[config.mk]
export PLATFORM = sky130hd
export DESIGN_NAME = tfp_queue
export DESIGN_NICKNAME = d
export VERILOG_FILES = /design/src/rtl/tfp_pkg.sv /design/src/rtl/tfp_queue.sv
export SDC_FILE = /design/constraint.sdc
export NUM_CORES = 1
export LEC_CHECK = 0
export BUFFER_PORTS_ARGS = -buffer_cell sky130_fd_sc_hd__buf_2
export CAP_MARGIN = 20
export CORE_ASPECT_RATIO = 0.5
export CORE_MARGIN = 1
export CORE_UTILIZATION = 45
export CTS_CLUSTER_DIAMETER = 60
export DETAILED_ROUTE_END_ITERATION = 7
export PLACE_DENSITY = 0.79
export SYNTH_ARGS = -nofsm -noshare
export SYNTH_HDL_FRONTEND = slang
export SYNTH_SLANG_ARGS = --single-unit
[constraint.sdc]
create_clock -name clk_i -period 13 [get_ports clk_i]
set_input_delay 1.95 -clock clk_i [delete_from_list [all_inputs] [get_ports clk_i]]
set_output_delay 1.95 -clock clk_i [all_outputs]
set_load 0.03 [all_outputs]
[src/rtl/tfp_pkg.sv]
package tfp_pkg;

  localparam int unsigned AngleBitsDefault = 16;
  localparam int unsigned CordicX0 = 652032874;

  typedef enum logic [2:0] {
    CfgFrontEdge = 3'd0,
    CfgRearEdge  = 3'd1,
    CfgLeftEdge  = 3'd2,
    CfgRightEdge = 3'd3,
    CfgBaseFront = 3'd4,
    CfgEgoX      = 3'd5,
    CfgEgoY      = 3'd6,
    CfgEgoYaw    = 3'd7
  } cfg_idx_e;

  typedef struct packed {
    logic signed [31:0] point_x;
    logic signed [31:0] point_y;
    logic [15:0]        point_yaw;
    logic               first_point;
  } point_t;

  typedef struct packed {
    logic signed [31:0] c0_x;
    logic signed [31:0] c0_y;
    logic signed [31:0] c1_x;
    logic signed [31:0] c1_y;
    logic signed [31:0] c2_x;
    logic signed [31:0] c2_y;
    logic signed [31:0] c3_x;
    logic signed [31:0] c3_y;
    logic               empty_res;
  } result_t;

  typedef struct packed {
    logic signed [31:0] point_x;
    logic signed [31:0] point_y;
    logic [15:0]        point_yaw;
    logic               cut;
  } task_t;

  typedef struct packed {
    logic signed [15:0] front_edge;
    logic signed [15:0] rear_edge;
    logic signed [15:0] left_edge;
    logic signed [15:0] right_edge;
    logic [14:0]        base_front;
    logic signed [31:0] ego_x;
    logic signed [31:0] ego_y;
    logic [15:0]        ego_yaw;
  } cfg_t;

  typedef enum logic [1:0] {
    FrIdle = 2'd0,
    FrSqrt = 2'd1,
    FrPush = 2'd2
  } front_state_e;

  typedef enum logic [3:0] {
    BkIdle  = 4'd0,
    BkCord1 = 4'd1,
    BkFx    = 4'd2,
    BkCord2 = 4'd3,
    BkMul   = 4'd4,
    BkSum   = 4'd5,
    BkOut   = 4'd6
  } back_state_e;

  function automatic logic [31:0] atan_entry(input logic [4:0] i);
    logic [31:0] r;
    case (i)
      5'd0: r = 32'h20000000;  5'd1: r = 32'h12E4051E;  5'd2: r = 32'h09FB385B;
      5'd3: r = 32'h051111D4;  5'd4: r = 32'h028B0D43;  5'd5: r = 32'h0145D7E1;
      5'd6: r = 32'h00A2F61E;  5'd7: r = 32'h00517C55;  5'd8: r = 32'h0028BE53;
      5'd9: r = 32'h00145F2F;  5'd10: r = 32'h000A2F98; 5'd11: r = 32'h000517CC;
      5'd12: r = 32'h00028BE6; 5'd13: r = 32'h000145F3; 5'd14: r = 32'h0000A2FA;
      5'd15: r = 32'h0000517D; 5'd16: r = 32'h000028BE; 5'd17: r = 32'h0000145F;
      5'd18: r = 32'h00000A30; 5'd19: r = 32'h00000518; 5'd20: r = 32'h0000028C;
      5'd21: r = 32'h00000146; 5'd22: r = 32'h000000A3; 5'd23: r = 32'h00000051;
      5'd24: r = 32'h00000029; 5'd25: r = 32'h00000014; 5'd26: r = 32'h0000000A;
      5'd27: r = 32'h00000005; 5'd28: r = 32'h00000003; 5'd29: r = 32'h00000001;
      5'd30: r = 32'h00000001;
      default: r = 32'h00000000;
    endcase
    return r;
  endfunction

endpackage

[src/rtl/tfp_queue.sv]
module tfp_queue (
  input  logic           clk_i,
  input  logic           rst_ni,
  input  logic           wr_valid_i,
  output logic           wr_ready_o,
  input  tfp_pkg::task_t wr_data_i,
  output logic           rd_valid_o,
  input  logic           rd_ready_i,
  output tfp_pkg::task_t rd_data_o
);
  import tfp_pkg::*;

  task_t mem_q [2];
  logic wp_q, rp_q;
  logic [1:0] cnt_q;
  logic wr, rd;

  assign wr_ready_o = (cnt_q != 2'd2);
  assign rd_valid_o = (cnt_q != 2'd0);
  assign wr = wr_valid_i && wr_ready_o;
  assign rd = rd_valid_o && rd_ready_i;
  assign rd_data_o = mem_q[rp_q];

  always_ff @(posedge clk_i or negedge rst_ni) begin
    if (!rst_ni) begin
      wp_q <= 1'b0;
      rp_q <= 1'b0;
      cnt_q <= '0;
    end else begin
      if (wr) wp_q <= ~wp_q;
      if (rd) rp_q <= ~rp_q;
      cnt_q <= cnt_q + 2'(wr) - 2'(rd);
    end
  end

  always_ff @(posedge clk_i) begin
    if (wr) mem_q[wp_q] <= wr_data_i;
  end
endmodule

# Yosys cells after proc, flatten, opt, wreduce, memory -nomap -nowiden

Memory sizes are Yosys's and may differ from the RTL's.
Index checks and enable logic that the tools add are counted.

Add/sub/neg operators: 2
Bitwise logic cells: 2
Multiplexer cells: 2
Equal/unequal tests: 1
Reduce and logical (&&, ||, !) cells: 3

Operators by type and width:

| cell                                         | number |
|---|---|
| adder 2 x 1 -> 2 bit                         | 1 |
| logical AND 1 bit                            | 2 |
| two-way mux 1 bit                            | 2 |
| inequality test 2 bit, second input constant | 1 |
| NOT 1 bit                                    | 2 |
| nonzero test 2 bit                           | 1 |
| subtractor 2 x 1 -> 2 bit                    | 1 |

Memories: 1
Bits of input ports: 85
Register bits after elaboration: 4
Bits in writable memories: 162

Memory list:

| memory | depth | bits a word | read ports | clocked after Yosys merged registers in | wr ports | RTL line        | source |
|---|---|---|---|---|---|---|---|
| mem_q  | 2     | 81          | 1          | 0                                       | 1        | tfp_queue.sv:13 | `task_t mem_q [2];` |

# Longest topological paths before layout

Depth in word-level cells: 4
Depth in mapped cells: 7

# Worst setup path after synthesis

No wires, ideal clock.

Kind: input to register
Start: input port wr_valid_i
End: memory mem_q[0][0] (netlist name) (enable)
Arrival: 5.434 ns
Path buffers: 0
Required time: 12.479 ns
Stages: 2
Slack: 7.045 ns
Setup time: 0.521 ns
Cells stage by stage: nand2_1 > nor2_1

Word-level cells in the longest chain between the ends: 3

RTL lines:

| what                                    | RTL line        | source |
|---|---|---|
| start: declaration                      | tfp_queue.sv:4  | `input logic wr_valid_i,` |
| logical AND 1 bit                       | tfp_queue.sv:20 | `assign wr = wr_valid_i && wr_ready_o;` |
| two-way mux 1 bit                       | tfp_queue.sv:37 | `if (wr) mem_q[wp_q] <= wr_data_i;` |
| two-way mux 1 bit (implied by the code) | tfp_queue.sv:37 |  |
| end: declaration                        | tfp_queue.sv:13 |  |

No other way between the ends.

==> results by stage <==
Timing:
- Derived from the worst setup path, the maximum achievable clock frequency is 216 MHz.
- The relative slew slack is 40.0%.
- The number of hold-slack violations in the final timing report is 0.
- The final sum of negative setup slack is 0 ns.
- The smallest clock period supported by the final layout is computed as 4.63 ns.
- Dividing the final minimum period by the clock period gives 35.6%.
- The clock tree skew after final layout is 0.0101 ns.
- The max-slew violation total from the final report is 0.
- The setup-violating endpoint count in the final report is 0.
- Setup repair after global routing left no endpoint under its margin.
- The measured slew at the worst slew-check pin is 0.898 ns.

Floorplanning:
- The number of I/O pins is 168.
- The row count is 30.
- The die extent in x is 171 um.
- The height of the chip is 86.6 um.
- For this configuration, the core starts out at a cell density of 46.8%.
- The overall die area is 14800 um^2.
- The area of the core is 13800 um^2.

Worst hold path:
- Along the worst hold path, the cell count comes to 1.
- The worst hold path startpoint is cnt_q[0].
- The tightest min-delay check is of the flip-flop to flip-flop type.
- The destination of the worst hold path is cnt_q[0].

Layout:
- The ratio of cells with drive above 1 in the final layout is 61.5%.
- From synthesis to final layout, the design area changed by 24.9%.
- The filler-free cell count of the finished design is 654.
- The library cell used most frequently in the layout, excluding fill and tap cells, is buf_2.
- The number of antenna repair diodes is 0.
- The top cell types in the final layout, fill and taps aside, are 167 x buf_2, 162 x edfxtp_1, 79 x mux2_4.
- At the end of the flow, the number of nets in the layout was 536.

Power:
- Dividing total power by cell area gives a power density of 256 nW/um^2.
- The worst-case IR drop observed on VDD is 0.114 mV.
- Total power for the finished layout comes to 2.06 mW.
- For this design the static power due to leakage is 3.24 nW.

Global route:
- The aggregate global routing overflow is 0.
- The first global-routing pass estimated 15500 um of wire.
- Global routing used 14.5% of the available tracks.
- The number of antenna violations at the first check in global routing is 0.
- The number of global-route vias before repair is 3046.
- The largest net degree at the start of global routing is 82.

Worst setup path:
- The critical path endpoint category is a primary output.
- The end of the worst register-to-register path is mem_q[0][25].
- The critical-path maximum fanout is 46.
- The origin of the critical flop-to-flop path is cnt_q[1].
- At the worst endpoint, the required time is 11.05 ns.
- Measured in cells, the most critical reg-to-reg path has a length of 4.
- The arrival time reported for the critical path endpoint is 2.68 ns.
- The reg2reg setup slack is 10.51 ns.
- The critical path start-end classification is flip-flop to primary output.
- STA classifies the critical path startpoint as a flip-flop.

Drt:
- Wires add up to 10700 um.
- The detail route stage leaves a number of antenna-violating nets equal to 0.
- Dividing the detail-routed wire length by the instance count gives 16.4 um.
- The detailed router finished its first iteration with 148 violations.
- The via count is 3053.
- The number of search-and-repair iterations in the first detailed-routing pass is 4.
- The ratio of routed vias to standard cells is 4.67.
- In the routed design, unresolved DRC markers number 0.

Clocking:
- The number of buffers inserted for hold repair after clock tree synthesis is 0.
- The CTS sink count is 166.
- In this run the post-CTS setup repair buffer count came out at 0.
- The post-cts repair resize count is 0.
- The clock transition at the register clock pins on the worst setup and hold paths after CTS is 0.06 ns.
- The maximum buffer depth of the clock tree is 2.
- The root buffer cell chosen for the clock tree is clkbuf_16.
- The number of clock buffers added by TritonCTS is 17.
- The H-tree depth is 4.
- The clock reaches the later pin of the worst-skew pair after 0.41 ns.
- The TritonCTS clock tree is yes.

Placed design:
- The routability congestion estimate from global placement is 0.708.
- The wire-length estimate of the detail-placed layout is 6790 um.
- The count of buffers inserted at the top-level ports is 167.
- The cell count after placement is 621.

Outcome:
- The run finished with clean final reports.

Synthesis:
- The cell count after synthesis is 269.
- After synthesis the cells add up to 6440 um^2.
- The number of nets in the synthesized netlist is 356.
- Synthesis inferred 166 register bits.
- The total number of yosys warnings is 0.
- After synthesis, the mean cell area works out to 24.0 um^2.
- The count of different cell masters after synthesis is 16.
- For this run, the register share of the synthesized area comes to 77.0%.

Flow run:
- The number of maximum-capacitance constraint violations is 0.
-- how the worst max path moves through the flow --
stage / start / end / depth (start not counted)
floorplan: wr_valid_i / mem_q[0][0] / 2
global placement: rp_q / rd_data_o[80] / 3
detailed placement: rp_q / rd_data_o[80] / 3
global route: rp_q / rd_data_o[80] / 3
CTS: rp_q / rd_data_o[0] / 3
finish: rp_q / rd_data_o[0] / 3
-- layout make-up --
cell class / instances / area [um^2]
Inverter: 1 / 3.75
Sequential cell: 166 / 4970
Clock buffer: 19 / 433
Tap cell: 192 / 240
Multi-Input combinational cell: 93 / 1320
Fill cell: 996 / 5730
Clock inverter: 13 / 205
Timing Repair Buffer: 170 / 878
-- state kept, by name, summed over array words and instances (netlist names) --
register / cells
wp_q: 1
rp_q: 1
mem_q: 162
cnt_q: 2
-- routing by layer --
layer  vias to the layer above  share of wire (%)  GRT usage (%)
li1                       1431                  -              -
met4                         0                1.4           6.49
met5                         -                  0              0
met3                        13                3.2           3.52
met2                        63                 57           28.4
met1                      1546                 38           14.7
-- stage by stage --
| step | hold slack, ns | setup slack, ns | util (%) | area [um^2] |
|---|---|---|---|---|
| after floorplan | 0.461 | 7.04 | - | 6440 |
| after global placement | 0.501 | 8.77 | 53.6 | 7380 |
| after detailed placement | 0.503 | 8.76 | 53.6 | 7380 |
| after CTS | 0.517 | 8.32 | 58.2 | 8020 |
| after global routing | 0.551 | 8.25 | 58.4 | 8050 |
| final | 0.520 | 8.37 | 58.4 | 8050 |
-- worst max-delay path, stage by stage (launching register included) --
cell,delay [ns]
dfrtp_4,0.87
buf_4,0.79
mux2_2,0.41
buf_2,0.17
-- kinds of logic (layout without fill, tap and decap cells) --
group	after synthesis	in the layout	share of synthesized area, %
DFF	166	166	77.0
muxes	81	81	18.8
buffers and inverters	10	203	2.72
and+or+nand+nor	6	6	0.544
xor gates and xnor gates	4	4	0.544
adders and majority gates	2	2	0.388
-- Yosys cell counts --
| cell type | number | share of area [%] |
|---|---|---|
| dfrtp_1 | 4 | 1.6 |
| inv_1 | 1 | 0.058 |
| nand2_1 | 1 | 0.058 |
| and3_1 | 1 | 0.097 |
| buf_12 | 8 | 2.5 |
| ha_1 | 2 | 0.39 |
| buf_6 | 1 | 0.17 |
| nor2_1 | 1 | 0.058 |
| nand2b_1 | 1 | 0.097 |
| mux2_4 | 79 | 18 |
| mux2_2 | 2 | 0.35 |
| edfxtp_1 | 162 | 75 |
| xor2_1 | 1 | 0.14 |
| and2_4 | 1 | 0.14 |
| or2_1 | 1 | 0.097 |
| xnor2_1 | 3 | 0.41 |
-- where the power goes --
| group | switching (mW) | internal (mW) | total, mW |
|---|---|---|---|
| clock network | 0.193 | 0.341 | 0.533 |
| registers | 0.0604 | 0.733 | 0.793 |
| logic | 0.437 | 0.297 | 0.735 |
| total | 0.691 | 1.37 | 2.06 |
(Power assumes the default switching activity.)
